[src/rtl/dnle_pkg.sv]
// Shared types and constants for the DNS name label encoder.
`default_nettype none

package dnle_pkg;

  // Request command codes
  localparam logic CMD_CHAR = 1'b0;
  localparam logic CMD_END  = 1'b1;

  // Label separator character
  localparam logic [7:0] DOT_CHAR = 8'h2E;

  // Terminator byte value
  localparam logic [7:0] TERM_BYTE = 8'h00;

  // Controller states
  typedef enum logic [1:0] {
    ST_IDLE,
    ST_LEN,
    ST_CHR,
    ST_TERM
  } state_e;

  // Commands from controller to datapath
  typedef struct packed {
    logic wr_char;    // store accepted character
    logic set_err;    // flag empty or overlong label
    logic load_len;   // send length byte, start store readout
    logic load_chr;   // send next stored character
    logic load_term;  // send terminator, clear label and error
  } dp_cmd_t;

  // Status from datapath to controller
  typedef struct packed {
    logic is_dot;     // incoming character is a separator
    logic cnt_zero;   // label is empty
    logic cnt_full;   // label holds the maximum length
    logic idx_last;   // readout is at the final stored character
    logic out_free;   // output register can take a new result
  } dp_stat_t;

endpackage

`default_nettype wire

[src/rtl/dnle_ram.sv]
// Generic single-port-write, single-port-read RAM with registered read.
`default_nettype none

module dnle_ram #(
  parameter int Width = 8,
  parameter int Depth = 62
) (
  input  wire logic                                   clk_i,
  input  wire logic                                   we_i,
  input  wire logic [((Depth > 1) ? $clog2(Depth) : 1)-1:0] waddr_i,
  input  wire logic [Width-1:0]                       wdata_i,
  input  wire logic                                   re_i,
  input  wire logic [((Depth > 1) ? $clog2(Depth) : 1)-1:0] raddr_i,
  output logic      [Width-1:0]                       rdata_o
);

  logic [Width-1:0] mem_q [Depth];
  logic [Width-1:0] rdata_q;

  // Write port
  always_ff @(posedge clk_i) begin
    if (we_i) begin
      mem_q[waddr_i] <= wdata_i;
    end
  end

  // Registered read port, data holds between reads
  always_ff @(posedge clk_i) begin
    if (re_i) begin
      rdata_q <= mem_q[raddr_i];
    end
  end

  assign rdata_o = rdata_q;

endmodule

`default_nettype wire

[src/rtl/dnle_dp.sv]
// Datapath: label store, count, readout index, error flag and output register.
`default_nettype none

module dnle_dp #(
  parameter int MaxLabel = 62
) (
  input  wire logic               clk_i,
  input  wire logic               rst_ni,
  input  wire logic [7:0]         char_in_i,
  input  wire dnle_pkg::dp_cmd_t  cmd_i,
  output dnle_pkg::dp_stat_t      stat_o,
  input  wire logic               out_stall_i,
  output logic                    out_valid_o,
  output logic [7:0]              out_byte_o,
  output logic                    is_last_o,
  output logic                    name_error_o
);

  import dnle_pkg::*;

  localparam int AW = (MaxLabel > 1) ? $clog2(MaxLabel) : 1;
  localparam int CW = $clog2(MaxLabel + 1);
  localparam logic [CW-1:0] MaxCnt = CW'(MaxLabel);

  logic [CW-1:0] cnt_q, cnt_d;
  logic [AW-1:0] idx_q, idx_d;
  logic          err_q, err_d;
  logic          ovld_q, ovld_d;
  logic [7:0]    obyte_q, obyte_d;
  logic          olast_q, olast_d;
  logic          oerr_q, oerr_d;

  logic          ram_re;
  logic [AW-1:0] ram_raddr;
  logic [7:0]    ram_rdata;
  logic [AW-1:0] idx_inc;

  assign idx_inc = idx_q + AW'(1);

  // Status toward the controller
  always_comb begin
    stat_o.is_dot   = (char_in_i == DOT_CHAR);
    stat_o.cnt_zero = (cnt_q == '0);
    stat_o.cnt_full = (cnt_q >= MaxCnt);
    stat_o.idx_last = ((CW'(idx_q) + CW'(1)) == cnt_q);
    stat_o.out_free = !ovld_q || !out_stall_i;
  end

  // Label store
  dnle_ram #(
    .Width (8),
    .Depth (MaxLabel)
  ) u_store (
    .clk_i   (clk_i),
    .we_i    (cmd_i.wr_char),
    .waddr_i (cnt_q[AW-1:0]),
    .wdata_i (char_in_i),
    .re_i    (ram_re),
    .raddr_i (ram_raddr),
    .rdata_o (ram_rdata)
  );

  // Next state of count, index, error and output register
  always_comb begin
    cnt_d     = cnt_q;
    idx_d     = idx_q;
    err_d     = err_q;
    ovld_d    = ovld_q && out_stall_i;
    obyte_d   = obyte_q;
    olast_d   = olast_q;
    oerr_d    = oerr_q;
    ram_re    = 1'b0;
    ram_raddr = '0;

    // Collect characters
    if (cmd_i.wr_char) begin
      cnt_d = cnt_q + CW'(1);
    end
    if (cmd_i.set_err) begin
      err_d = 1'b1;
    end

    // Send length byte and fetch the first character
    if (cmd_i.load_len) begin
      ovld_d    = 1'b1;
      obyte_d   = 8'(cnt_q);
      olast_d   = 1'b0;
      oerr_d    = 1'b0;
      idx_d     = '0;
      ram_re    = 1'b1;
      ram_raddr = '0;
    end

    // Send a stored character and prefetch the next one
    if (cmd_i.load_chr) begin
      ovld_d  = 1'b1;
      obyte_d = ram_rdata;
      olast_d = 1'b0;
      oerr_d  = 1'b0;
      if (stat_o.idx_last) begin
        cnt_d = '0;
      end else begin
        idx_d     = idx_inc;
        ram_re    = 1'b1;
        ram_raddr = idx_inc;
      end
    end

    // Send terminator and drop name state
    if (cmd_i.load_term) begin
      ovld_d  = 1'b1;
      obyte_d = TERM_BYTE;
      olast_d = 1'b1;
      oerr_d  = err_q;
      cnt_d   = '0;
      err_d   = 1'b0;
    end
  end

  // Control registers
  always_ff @(posedge clk_i or negedge rst_ni) begin
    if (!rst_ni) begin
      cnt_q  <= '0;
      err_q  <= 1'b0;
      ovld_q <= 1'b0;
    end else begin
      cnt_q  <= cnt_d;
      err_q  <= err_d;
      ovld_q <= ovld_d;
    end
  end

  // Payload registers
  always_ff @(posedge clk_i) begin
    idx_q   <= idx_d;
    obyte_q <= obyte_d;
    olast_q <= olast_d;
    oerr_q  <= oerr_d;
  end

  assign out_valid_o  = ovld_q;
  assign out_byte_o   = obyte_q;
  assign is_last_o    = olast_q;
  assign name_error_o = oerr_q;

endmodule

`default_nettype wire

[src/rtl/dnle_ctrl.sv]
// Controller: sequences label collection, label readout and terminator.
`default_nettype none

module dnle_ctrl (
  input  wire logic               clk_i,
  input  wire logic               rst_ni,
  input  wire logic               in_valid_i,
  output logic                    in_stall_o,
  input  wire logic               cmd_i,
  input  wire dnle_pkg::dp_stat_t stat_i,
  output dnle_pkg::dp_cmd_t       cmd_o
);

  import dnle_pkg::*;

  state_e state_q, state_d;
  logic   term_q, term_d;
  logic   accept;

  assign in_stall_o = (state_q != ST_IDLE);
  assign accept     = in_valid_i && !in_stall_o;

  // State register
  always_ff @(posedge clk_i or negedge rst_ni) begin
    if (!rst_ni) begin
      state_q <= ST_IDLE;
      term_q  <= 1'b0;
    end else begin
      state_q <= state_d;
      term_q  <= term_d;
    end
  end

  // Next state and datapath commands
  always_comb begin
    state_d = state_q;
    term_d  = term_q;
    cmd_o   = '0;
    unique case (state_q)
      ST_IDLE: begin
        if (accept) begin
          if (cmd_i == CMD_END) begin
            term_d  = 1'b1;
            state_d = stat_i.cnt_zero ? ST_TERM : ST_LEN;
          end else if (stat_i.is_dot) begin
            if (stat_i.cnt_zero) begin
              cmd_o.set_err = 1'b1;
            end else begin
              term_d  = 1'b0;
              state_d = ST_LEN;
            end
          end else if (stat_i.cnt_full) begin
            cmd_o.set_err = 1'b1;
          end else begin
            cmd_o.wr_char = 1'b1;
          end
        end
      end
      ST_LEN: begin
        if (stat_i.out_free) begin
          cmd_o.load_len = 1'b1;
          state_d        = ST_CHR;
        end
      end
      ST_CHR: begin
        if (stat_i.out_free) begin
          cmd_o.load_chr = 1'b1;
          if (stat_i.idx_last) begin
            state_d = term_q ? ST_TERM : ST_IDLE;
          end
        end
      end
      ST_TERM: begin
        if (stat_i.out_free) begin
          cmd_o.load_term = 1'b1;
          state_d         = ST_IDLE;
        end
      end
      default: begin
        state_d = ST_IDLE;
      end
    endcase
  end

endmodule

`default_nettype wire

[src/rtl/dns_name_label_encoder.sv]
// Top level of the DNS name label encoder.
//
// Input channel: one request per host name character (cmd_i = 0, byte on
// char_in_i) or an end-of-name request (cmd_i = 1). Output channel: DNS wire
// format bytes, each label as a length byte and its characters, then a zero
// byte flagged by is_last_o, with name_error_o set if an empty label or a
// label longer than MAX_LABEL occurred in that name.
// Throughput: ordinary characters never stall the input. A dot with a
// non-empty label stalls the input while its length byte and N stored
// characters are sent, an end request also while the zero byte follows
// (only that byte with an empty label), one store read per character; the
// registered read is prefetched so one byte leaves per cycle unless the
// receiver stalls. A flush sets the controller state, then loads its first
// byte once the output register is free. Reset clears the label count, error
// flag, controller and output valid flag; the label store is not cleared.
// When the receiver stalls, the output register holds its result and the
// readout waits; characters keep being accepted while no flush is under way.
`default_nettype none

module dns_name_label_encoder #(
  parameter int MAX_LABEL = 62
) (
  input  wire logic       clk_i,
  input  wire logic       rst_ni,
  input  wire logic       in_valid_i,
  output logic            in_stall_o,
  input  wire logic       cmd_i,
  input  wire logic [7:0] char_in_i,
  output logic            out_valid_o,
  input  wire logic       out_stall_i,
  output logic [7:0]      out_byte_o,
  output logic            is_last_o,
  output logic            name_error_o
);

  import dnle_pkg::*;

  dp_cmd_t  dp_cmd;
  dp_stat_t dp_stat;

  // Controller
  dnle_ctrl u_ctrl (
    .clk_i      (clk_i),
    .rst_ni     (rst_ni),
    .in_valid_i (in_valid_i),
    .in_stall_o (in_stall_o),
    .cmd_i      (cmd_i),
    .stat_i     (dp_stat),
    .cmd_o      (dp_cmd)
  );

  // Datapath
  dnle_dp #(
    .MaxLabel (MAX_LABEL)
  ) u_dp (
    .clk_i        (clk_i),
    .rst_ni       (rst_ni),
    .char_in_i    (char_in_i),
    .cmd_i        (dp_cmd),
    .stat_o       (dp_stat),
    .out_stall_i  (out_stall_i),
    .out_valid_o  (out_valid_o),
    .out_byte_o   (out_byte_o),
    .is_last_o    (is_last_o),
    .name_error_o (name_error_o)
  );

endmodule

`default_nettype wire

[config.mk]
export PLATFORM = sky130hd
export DESIGN_NAME = dns_name_label_encoder
export DESIGN_NICKNAME = d
export VERILOG_FILES = /design/src/rtl/dnle_pkg.sv /design/src/rtl/dnle_ram.sv /design/src/rtl/dnle_dp.sv /design/src/rtl/dnle_ctrl.sv /design/src/rtl/dns_name_label_encoder.sv
export SDC_FILE = /design/constraint.sdc
export NUM_CORES = 1
export LEC_CHECK = 0
export ABC_AREA = 1
export BUFFER_PORTS_ARGS = -buffer_cell sky130_fd_sc_hd__buf_4
export CORE_ASPECT_RATIO = 1.1
export CORE_MARGIN = 3
export CORE_UTILIZATION = 55
export DETAILED_ROUTE_END_ITERATION = 10
export PLACE_DENSITY = 0.71
export SLEW_MARGIN = 20
export SYNTH_ARGS = -nofsm -noshare
export SYNTH_HDL_FRONTEND = slang
export SYNTH_SLANG_ARGS = --single-unit
[constraint.sdc]
create_clock -name clk_i -period 3.6 [get_ports clk_i]
set_input_delay 0.72 -clock clk_i [delete_from_list [all_inputs] [get_ports clk_i]]
set_output_delay 0.72 -clock clk_i [all_outputs]
set_load 0.02 [all_outputs]
After elaboration in Yosys (flattened, before gate mapping)
Memories as Yosys holds them, arrays and structs flattened. A register that Yosys moved wholly into a read port is not among the register bits.
Cells that the tools add are included.
{ "word_totals": {"in_bits": 13, "output_inout_bits": 12, "regBits": 27, "n_memories": 1, "ramBits": 496} }
{ "memory_table": {"columns": ["name", "words", "width", "rd", "rd_ports_with_merged_regs", "wr", "line", "rtl"], "rows": [
  ["u_dp.u_store.mem_q", 62, 8, 1, 1, 1, "dnle_ram.sv:17", "logic [Width-1:0] mem_q [Depth];"]
]} }
{ "classes": {"magnitude_cmp": 1, "n_reduce_logical": 15, "n_eq_ne": 13, "n_addsub": 2, "n_mux": 50} }
{ "op_table": {"columns": ["operator", "count"], "rows": [
  ["two-way mux 6 bit", 9],
  ["two-way mux 2 bit", 13],
  ["two-way mux 1 bit", 25],
  ["two-way mux 8 bit", 2],
  ["adder 6 x 1 -> 6 bit, second input constant", 2],
  ["inequality test 2 bit, second input constant", 5],
  ["== test 8 x 6 -> 1 bit, second input constant", 1],
  ["one-hot mux 2 bit (4 select lines)", 1],
  ["nonzero test 2 bit", 4],
  ["AND reduction 7 bit", 1],
  ["== test 6 bit", 1],
  ["greater-or-equal comparator 6 bit, second input constant", 1],
  ["logical NOT 6 bit", 1],
  ["inequality test 3 bit, second input constant", 2],
  ["== test 2 bit, second input constant", 2],
  ["AND reduction 4 bit", 1],
  ["logical NOT 1 bit", 3],
  ["nonzero test 3 bit", 1],
  ["== test 2 x 1 -> 1 bit, second input constant", 1],
  ["logical AND 1 bit", 2],
  ["logical NOT 2 bit", 1],
  ["inequality test 2 x 1 -> 1 bit, second input constant", 1],
  ["logical OR 1 bit", 1]
]} }

Longest topological paths before layout
Gate-level depths: netlist of the first run.
{ "depth": {"ltp_word": 10, "depth_mapped": 20} }

By module
From an unflattened synthesis of the first run, not the netlist that was laid out.
{ "hier_totals": {"cells_unflattened": 1995, "hier_area_um2": 22212.6} }
{ "modules_own_cells": {"columns": ["mod", "cells_each", "instances", "area_per_inst_um2", "seq_area_each_um2"], "rows": [
  ["dnle_ram", 1756, 1, 20546.0, 15134.5],
  ["dnle_dp", 199, 1, 1412.6, 530.5],
  ["dnle_ctrl", 40, 1, 254.0, 75.1]
]} }

Least setup slack after synthesis of the first run
No wires, ideal clock.
{ "synth_timing": {"kind": "input-to-reg", "start": "input char_in_i[3]", "end": "memory u_dp.u_store.mem_q[47][0], enable pin", "path_stages": 12, "setup_ps": 383, "path_buffers": 0, "arrival_time_ps": 2495, "slack_ps": 721, "path_cell_list": "nand2_1 > nor3_1 > and2_1 > inv_1 > o21ai_1 > nor3_2 > inv_1 > nor2_1 > inv_1 > nor2_1 > nand2_1 > nor3_1"} }
{ "synth_between": {"elab_chain_len": 7} }
{ "synth_rtl": {"columns": ["item", "line", "rtl"], "rows": [
  ["from (decl)", "dns_name_label_encoder.sv:28", "input wire logic [7:0] char_in_i,"],
  ["== test 8 x 6 -> 1 bit", "dnle_dp.sv:42", "stat_o.is_dot = (char_in_i == DOT_CHAR);"],
  ["two-way mux 1 bit", "dnle_ctrl.sv:45", "end else if (stat_i.is_dot) begin"],
  ["two-way mux 2 bit", "dnle_ctrl.sv:42", "if (cmd_i == CMD_END) begin"],
  ["two-way mux 2 bit", "dnle_ctrl.sv:41", "if (accept) begin"],
  ["two-way mux 2 bit", "dnle_ctrl.sv:39", "unique case (state_q)"],
  ["two-way mux 1 bit", "dnle_ram.sv:22", "if (we_i) begin"],
  ["two-way mux 1 bit (implied by the code)", "dnle_ram.sv:23", "mem_q[waddr_i] <= wdata_i;"],
  ["to (decl)", "dnle_ram.sv:17", null]
]} }
Every way passes these cells.

Worst setup path after layout of the first run
{ "layout_timing": {"start": "register u_dp.idx_q[1]", "end": "register u_dp.u_store.rdata_q[7] (netlist: u_dp.u_store.rdata_o[7]), read port of u_dp.u_store.mem_q, data pin"} }
{ "layout_between": {"elab_chain_len": 4} }
{ "layout_rtl": {"columns": ["item", "line", "rtl"], "rows": [
  ["from (decl)", "dnle_dp.sv:26", "logic [AW-1:0] idx_q, idx_d;"],
  ["from (signal assigned)", "dnle_dp.sv:135", "idx_q <= idx_d;"],
  ["adder 6 x 1 -> 6 bit (*)", "dnle_dp.sv:38, dnle_dp.sv:45", null],
  ["== test 6 bit", "dnle_dp.sv:45", "stat_o.idx_last = ((CW'(idx_q) + CW'(1)) == cnt_q);"],
  ["two-way mux 6 bit or two-way mux 1 bit (tied branches)", "dnle_dp.sv:100", "if (stat_o.idx_last) begin"],
  ["two-way mux 6 bit or two-way mux 1 bit (tied branches)", "dnle_dp.sv:95", "if (cmd_i.load_chr) begin"],
  ["to (decl)", "dnle_ram.sv:18", "logic [Width-1:0] rdata_q;"]
]} }
Mark *: on every way between the ends. The rest lies on a longest branch, timed or not.
A chain may end at the register's enable or synchronous reset.

==> flow_summary.toml, run 1 <==
[cts]
clockBufferDepth = 3
worst_skew_pair.late_latency_ns = 0.60
htree_levels = 2
clk_pin_slew_ns = 0.06
cts_tree = "yes"
clock_sinks = 531
cts_root_buf = "clkbuf_16"
cts_buffers = 52

[timing]
fmax_mhz = 299
fin_skew_ns = 0.0206
finalSetupViolations = 0
worstMarginPinSlew_ns = 0.994
tns_ns = 0
max_slew_margin = 0.337
hold_viol = 0
rsz0062_at_grt = "false"
post-route-min-period_ns = 3.34
finalCritPeriodShare = 0.929
hold-worst-slack_ns = 0.395
drv_slew = 0

[floorplanning]
die_h_um = 224
initial_core_util = 0.560
die_area_mm2 = 0.0459
core_mm2 = 0.0426
die_x_um = 205
ios = 25
num_rows = 79

[worst_setup_path]
r2r_end = "u_dp.u_store.rdata_o[7]"
critPathArrivalTime_ns = 3.69
start_kind = "flip-flop"
crit_required_ns = 3.95
regToRegSetupSlack_ns = 0.26
r2r_start = "u_dp.idx_q[1]"
critPathLaunch = "u_dp.idx_q[1]"
worstSetupEndpoint = "u_dp.u_store.rdata_o[7]"
critPathCaptureType = "flip-flop"
r2r.worst_path.cells = 15
crit_path_max_fanout = 102
path_class = "reg -> reg"

[yosys]
synth_nets = 2313
synthMostInstantiatedCell = "edfxtp_1"
synth_cells = 2296
synth_area_mm2 = 0.0239
synth-async-reset-ratio = 0.0207
synth_edf_count = 505
synthTopCellsByCount = "edfxtp_1, nand3_1, inv_1, nand2_1, nor2_1"
ys_seq_area_frac = 0.659
syn_area_per_cell_um2 = 10.4
synthTopCellsByArea = "edfxtp_1, nand3_1, inv_1, nand4_1, nand2_1"
ys_types = 34
yosys_warnings = 0
yosys.area.top_type = "edfxtp_1"
synth.top_cell.area_share = 0.635
ys_ff_latch = 531
synth_flop_cell = "edfxtp_1"

[route]
drt-pass1-iter-count = 6
routedWlPerCell_um = 22.2
final_antenna_net_count = 0
routed_via_density = 5.86
num_vias = 17000
drtIter0Drc = 1843
routed_wl_um = 64300
drc = 0

[finish]
syn2layout_area_growth_pct = 9.92
fill_cells = 3426
layout-drive-gt1-share = 0.0941
n_antenna_cell = 0
nets = 2309

[place]
dp_hpwl_um = 38200
gp_congestion = 0.906
port-buffer-count = 24

[grt]
grt.total_usage = 0.281
grt_pass1_vias = 16000
grt_pass1_wl_um = 97400
antenna_found_initial = 1
grt_overflow = 0
grt_max_degree = 145

[outcome]
status = "finished clean"

[worst_hold_path]
holdCritPathClass = "in -> reg"

[pwr]
peakVddDrop_uv = 638
p_leak_uw = 0.0105
powerDensity_mw_per_mm2 = 645

[job]
max-cap-violations = 0
## flip-flops by register name, indices dropped and copies added, names as in the netlist
register              cells
u_dp.cnt_q                6
u_dp.out_valid_o          1
u_dp.out_byte_o           8
u_dp.idx_q                6
u_ctrl.term_q             1
u_dp.u_store.rdata_o      8
u_dp.name_error_o         1
u_dp.err_q                1
u_ctrl.state_q            2
u_dp.is_last_o            1
u_dp.u_store.mem_q      496
## power breakdown
| part | switching [uW] | internal, uW |
|---|---|---|
| Clock | 2230 | 2890 |
| Combinational | 3540 | 1210 |
| Sequential | 124 | 6940 |
## through the flow
| step | setup WS, ns | instances | power [uW] | cell area, um^2 | utilization |
|---|---|---|---|---|---|
| after global placement | 0.273 | 2804 | 11800 | 24700 | 0.579 |
| after floorplan | 0.721 | 2296 | 10400 | 23900 | - |
| final | 0.255 | 2894 | 16900 | 26200 | 0.616 |
| after detailed placement | 0.184 | 2804 | 11900 | 24700 | 0.579 |
| after CTS | 0.296 | 2894 | 16900 | 26200 | 0.616 |
| after global routing | 0.00877 | 2894 | 17600 | 26200 | 0.616 |
## layout make-up
cell class                      instances  area, um^2  area share
Sequential cell                       531       15700       0.600
Multi-Input combinational cell       1251        6050       0.230
Inverter                              366        1390      0.0528
Clock buffer                           65        1370      0.0523
Timing Repair Buffer                   90         795      0.0303
Tap cell                              567         709      0.0270
Clock inverter                         24         188     0.00715
## worst min path at each step
stage | start | to | slack, ns | cells past startpoint
after floorplan | rst_ni | u_ctrl.state_q[0] | 0.42 | 0
after global placement | u_dp.is_last_o | u_dp.is_last_o | 0.44 | 2
after detailed placement | u_dp.is_last_o | u_dp.is_last_o | 0.46 | 2
after CTS | out_stall_i | u_dp.out_valid_o | 0.37 | 3
after global routing | cmd_i | u_ctrl.term_q | 0.41 | 2
final | out_stall_i | u_dp.out_valid_o | 0.40 | 3
## placed cells by master, fill, tap and decap left out, types with 2 or more instances in the layout
master	count
nand4_1	185
o21ai_0	33
clkinv_1	14
dfxtp_1	15
nand2_1	265
xor2_1	2
edfxtp_1	505
nor3_1	3
ha_1	4
clkinvlp_4	2
or2_2	47
buf_12	9
bufinv_16	3
nor2_1	243
o21ai_1	31
dfrtp_1	11
buf_4	79
inv_2	8
clkinv_2	5
nand3_4	4
a21oi_1	21
clkbuf_16	53
nand3_1	397
a31oi_1	6
clkbuf_1	12
inv_1	355
## routing by layer
metal	GRT usage	vias to the layer above	routed length [um]
met1	0.397	8202	25900
met4	0.0946	0	2110
li1	-	7834	-
met2	0.447	799	30500
met5	0	-	0
met3	0.0478	133	5680
## what timing repair did
item                                    in CTS  in global routing
endpoints found under the setup margin       0                  2
endpoints found under the hold margin       11                  0
hold buffers                                 1                  0
gates resized for setup                      0                  1
buffers inserted                             0                  0
## worst max-delay path, stage by stage, from the launching register on
cell and delay (ns):
dfxtp_1 0.41, ha_1 0.30, nand4_1 0.22, nand3_1 0.14, nand2_1 0.08, nor2_2 0.14, nand3_4 0.19, nand3_4 0.14
buf_12 0.33, inv_2 0.25, nand2_1 0.13, a21oi_1 0.06, a21oi_1 0.30, nand2_1 0.14, nand3_1 0.10, nand2_1 0.06
## kinds of logic (layout without fill, tap and decap cells)
logic type               Yosys count  in the layout  synth area share
AND/OR/NAND/NOR                 1149           1149             0.227
flip-flops                       531            531             0.659
adder cells (fa/ha/maj)            4              4           0.00210
multiplexers                       1              1          0.000472
buffers and inverters            514            545            0.0887
XOR/XNOR                           2              2          0.000734
AO/OA/AOI/OAI                     95             95            0.0211
(Power assumes the default switching activity.)
==> run 2, diff against run 1 <==
==> constraint.sdc (replaced) <==
create_clock -name clk_i -period 4.2 [get_ports clk_i]
set_input_delay 0.84 -clock clk_i [delete_from_list [all_inputs] [get_ports clk_i]]
set_output_delay 0.84 -clock clk_i [all_outputs]
set_load 0.02 [all_outputs]
==> flow_summary.toml, run 2 (synthesis gave the netlist of run 1 again) <==
[cts]
post-cts-setup-buffers = 0
clock_sinks = 531
cts_root_buf = "clkbuf_16"
cts_buffers = 54
cts_resized = 0
clockBufferDepth = 3
htree_levels = 2
clk_pin_slew_ns = 0.06
cts_hold_buf = 0
worst_skew_pair.late_latency_ns = 0.62
cts_tree = "yes"

[route]
final_antenna_net_count = 0
routed_wl_um = 64300
routedWlPerCell_um = 21.9
drt-pass1-iter-count = 6
drtIter0Drc = 2155
drc = 0
num_vias = 17300
routed_via_density = 5.89

[place]
dp_hpwl_um = 37600
port-buffer-count = 24
gp_congestion = 0.960
dp_cells = 2828

[timing]
finalCritPeriodShare = 0.962
rsz0062_at_grt = "false"
finalSetupViolations = 0
fin_skew_ns = 0.0225
hold_viol = 0
worstMarginPinSlew_ns = 1.06
drv_slew = 0
tns_ns = 0
max_slew_margin = 0.290
fmax_mhz = 247
post-route-min-period_ns = 4.04

[job]
max-cap-violations = 0

[floorplanning]
initial_core_util = 0.560
die_h_um = 224
die_x_um = 205
num_rows = 79
ios = 25
die_area_mm2 = 0.0459
core_mm2 = 0.0426

[finish]
n_antenna_cell = 0
multi_input_area_mm2 = 0.00605
largest_reg_flops = 496
nets = 2335
regMostFlops = "u_dp.u_store.mem_q"
fill_cells = 3367
mostFrequentLayoutCell = "edfxtp_1"
final_cells = 2928
layout-drive-gt1-share = 0.109
most-common-layout-cells = "edfxtp_1, nand3_1, inv_1"
syn2layout_area_growth_pct = 11.4
ff_latch_area_mm2 = 0.0157

[pwr]
p_leak_uw = 0.0108
pwr-share-comb = 0.267
seqPwrFrac = 0.407
powerDensity_mw_per_mm2 = 558
p_clk_frac = 0.326
internal-power_uw = 9770
peakVddDrop_uv = 513
p_switching_uw = 5080
switching_share = 0.342

[worst_hold_path]
holdCritPathClass = "in -> async"

[outcome]
status = "finished clean"

[grt]
grt_pass1_vias = 16400
grt_max_degree = 244
grt.total_usage = 0.281
grt_pass1_wl_um = 98000
grt_overflow = 0
antenna_found_initial = 0

[worst_setup_path]
crit_path_max_fanout = 170
critPathCaptureType = "flip-flop"
critPathArrivalTime_ns = 4.40
crit_required_ns = 4.55
start_kind = "flip-flop"
path_class = "reg -> reg"
## run 2: cell types whose count changed in the layout (fill, tap and decap cells not counted), moves of 2 or more
cell        before  now
buf_4           79  107
bufinv_16        3    7
clkinv_1        14   10
clkinv_2         5    9
buf_12           9    6
clkbuf_8         0    2
clkinvlp_4       2    0
inv_6            1    3
## run 2: final cells by class
type / count / share of cell area
Clock inverter: 30 / 0.0128
Timing Repair Buffer: 114 / 0.0357
Inverter: 366 / 0.0521
Sequential cell: 531 / 0.592
Clock buffer: 69 / 0.0537
Tap cell: 567 / 0.0267
Multi-Input combinational cell: 1251 / 0.227
## run 2: final timing paths
path | start | cells after the start | slack [ns] | endpoint
max | u_dp.idx_q[0] | 13 | 0.16 | u_dp.u_store.rdata_o[6]
min | rst_ni | 1 | 0.07 | u_dp.out_valid_o
max reg2reg | u_dp.idx_q[0] | 13 | 0.16 | u_dp.u_store.rdata_o[6]
min reg2reg | u_dp.is_last_o | 2 | 0.46 | u_dp.is_last_o
max in group asynchronous | rst_ni | 1 | 3.96 | u_dp.cnt_q[4]
min in group clk_i | u_dp.is_last_o | 2 | 0.46 | u_dp.is_last_o
## run 2: power groups by stage
stage	Sequential (uW)	Combinational (uW)	Clock, uW
floorplan	6150	2790	0
global placement	6150	3810	0
detailed placement	6150	3880	0
CTS	6040	3900	4870
global route	6060	4300	5100
finish	6050	3970	4830
## run 2: stage by stage
step | setup slack, ns | utilization | cell area [um^2] | hold slack, ns | total power (uW)
finish | 0.158 | 0.624 | 26600 | 0.0697 | 14900
global route | 0.0304 | 0.624 | 26600 | 0.0671 | 15500
CTS | 0.372 | 0.624 | 26600 | 0.0522 | 14800
detailed placement | 0.432 | 0.582 | 24800 | 0.453 | 10000
global placement | 0.518 | 0.582 | 24800 | 0.443 | 9960
floorplan | 1.20 | - | 23900 | 0.464 | 8940
## run 2: layer usage
layer  share of wire  wire, um  GRT usage
met1            0.40     25800      0.402
met2            0.45     29200      0.426
met3            0.10      6500     0.0504
met4           0.044      2800      0.123
met5               0         0          0
## run 2: worst max-delay path: stages, from the launching register on
cell,delay [ns]
dfxtp_1,0.50
buf_4,0.23
inv_8,0.13
buf_12,0.26
buf_16,0.26
nand3_4,0.29
buf_4,0.67
nand2_1,0.11
nand3_1,0.13
nand3_1,0.13
nand3_1,0.16
nand3_1,0.26
nand3_1,0.20
nand2_1,0.06
==> run 3, diff against run 2 <==
--- a/config.mk
+++ b/config.mk
@@ -11,8 +11,10 @@
 export CORE_MARGIN = 3
 export CORE_UTILIZATION = 55
 export DETAILED_ROUTE_END_ITERATION = 10
+export GPL_TIMING_DRIVEN = 0
 export PLACE_DENSITY = 0.71
 export SLEW_MARGIN = 20
 export SYNTH_ARGS = -nofsm -noshare
 export SYNTH_HDL_FRONTEND = slang
 export SYNTH_SLANG_ARGS = --single-unit
+export TNS_END_PERCENT = 10
==> flow_summary.toml, run 3 (synthesis gave the netlist of run 1 again) <==
[outcome]
status = "complete, but fails checks"
failed_checks = "setup timing"

[grt]
grt_pass1_wl_um = 108000
grt_pass1_vias = 17200
grt_overflow = 0
grt.total_usage = 0.323
antenna_found_initial = 0
grt_max_degree = 64

[route]
routedWlPerCell_um = 24.8
routed_via_density = 6.09
routed_wl_um = 73800
num_vias = 18200
drc = 0
drt-pass1-iter-count = 6
final_antenna_net_count = 0
drtIter0Drc = 2487

[worst_setup_path]
cpPeakStageDelay_ns = 0.95
slowest_stage = "nor2_1"
critPathCaptureType = "flip-flop"
crit_required_ns = 4.44
critPathArrivalTime_ns = 4.44
start_kind = "input pin"
crit_path_max_fanout = 63
path_buf_inv = 3
path_class = "in -> reg"
crit_family = "simple AND/OR/NAND/NOR gates"
path_cells = "buf_4 > nor3_1 > and2_1 > inv_1 > o21ai_1 > nor3_2 > inv_1 > nor2_1 > nand3_1 > nor2_1"

[finish]
n_antenna_cell = 0
layout-drive-gt1-share = 0.0981
most-common-layout-cells = "edfxtp_1, nand3_1, inv_1"
largest_reg_flops = 496
regMostFlops = "u_dp.u_store.mem_q"
final_cells = 2982
syn2layout_area_growth_pct = 10.6
nets = 2391
mostFrequentLayoutCell = "edfxtp_1"

[job]
max-cap-violations = 0

[pwr]
p_leak_uw = 0.0106
powerDensity_mw_per_mm2 = 584
peakVddDrop_uv = 406

[timing]
fin_skew_ns = 0.0222
finalCritPeriodShare = 1.00
rsz0062_at_grt = "true"
hold_viol = 0
drv_slew = 0
finalSetupViolations = 8
tns_ns = -0.0147
fmax_mhz = 238
max_slew_margin = 0.307
fin_ws_ns = -0.00293
worstMarginPinSlew_ns = 1.04
post-route-min-period_ns = 4.20

[cts]
cts_tree = "yes"
clockBufferDepth = 3
htree_levels = 2
cts_buffers = 52
cts_root_buf = "clkbuf_16"
cts_resized = 0
post-cts-setup-buffers = 0
cts_hold_buf = 0
clock_sinks = 531
clk_pin_slew_ns = 0.06
worst_skew_pair.late_latency_ns = 0.61

[worst_hold_path]
holdCritPathClass = "in -> async"

[place]
gp_congestion = 0.998
dp_cells = 2887
port-buffer-count = 24
dp_hpwl_um = 50200

[floorplanning]
die_area_mm2 = 0.0459
core_mm2 = 0.0426
die_x_um = 205
initial_core_util = 0.560
die_h_um = 224
ios = 25
num_rows = 79
-- run 3: changes by cell type in the layout (fill, tap and decap cells not counted), moves of 2 or more --
cell	before	now
buf_12	6	0
clkbuf_1	13	75
nand3_2	0	3
inv_8	2	0
clkbuf_8	2	0
buf_1	0	11
nand3_4	4	0
bufinv_16	7	4
buf_6	0	9
clkinv_2	9	11
buf_4	107	38
inv_6	3	0
buf_2	0	54
-- run 3: final cells by class --
class,instances,area [um^2]
Inverter,366,1370
Clock inverter,27,240
Fill cell,3510,16200
Timing Repair Buffer,24,180
Sequential cell,531,15700
Clock buffer,68,1380
Buffer,148,743
Tap cell,567,709
Multi-Input combinational cell,1251,6020
-- run 3: through the flow --
| step | setup WS (ns) | cell area (um^2) | hold WS [ns] | utilization | power (uW) |
|---|---|---|---|---|---|
| final | -0.00293 | 26400 | 0.0492 | 0.619 | 15400 |
| after CTS | 0.246 | 26400 | 0.0396 | 0.619 | 15200 |
| after detailed placement | -0.371 | 24800 | 0.439 | 0.581 | 10800 |
| after global routing | -0.0794 | 26400 | 0.0419 | 0.619 | 15900 |
| after floorplan | 1.20 | 23900 | 0.464 | - | 8940 |
| after global placement | -0.260 | 24800 | 0.434 | 0.581 | 10700 |
-- run 3: worst paths after layout --
kind	from	to	slack, ns	depth (start not counted)
worst max-delay path	char_in_i[4]	u_dp.u_store.mem_q[37][2]	-0.003	10
worst min-delay path	rst_ni	u_ctrl.state_q[1]	0.05	1
worst max register to register	u_dp.cnt_q[3]	u_dp.u_store.mem_q[37][2]	0.24	10
worst min register to register	u_dp.is_last_o	u_dp.is_last_o	0.45	2
max in group asynchronous	rst_ni	u_ctrl.term_q	4.00	1
min in group clk_i	u_dp.is_last_o	u_dp.is_last_o	0.45	2
-- run 3: layer usage --
metal,track usage,vias up,wire [um],share of wire
met5,0,-,0,0
met4,0.167,0,4440,0.060
met3,0.0712,292,9060,0.12
met2,0.498,1276,32800,0.44
met1,0.437,8561,27500,0.37
li1,-,8021,-,-
-- run 3: worst register-to-register path: stages, from the launching register on --
cell and delay (ns):
dfrtp_1 0.36, clkbuf_1 0.24, inv_2 0.20, nor2_1 0.08, inv_2 0.20, o21ai_1 0.14
nor3_2 0.29, inv_1 0.16, nor2_1 0.24, nand3_1 0.74, nor2_1 0.95
-- run 3: report_power, final --
part	internal [uW]	switching, uW
combinational	1230	3580
clock	2560	2010
sequential	5940	68.4
total	9740	5660
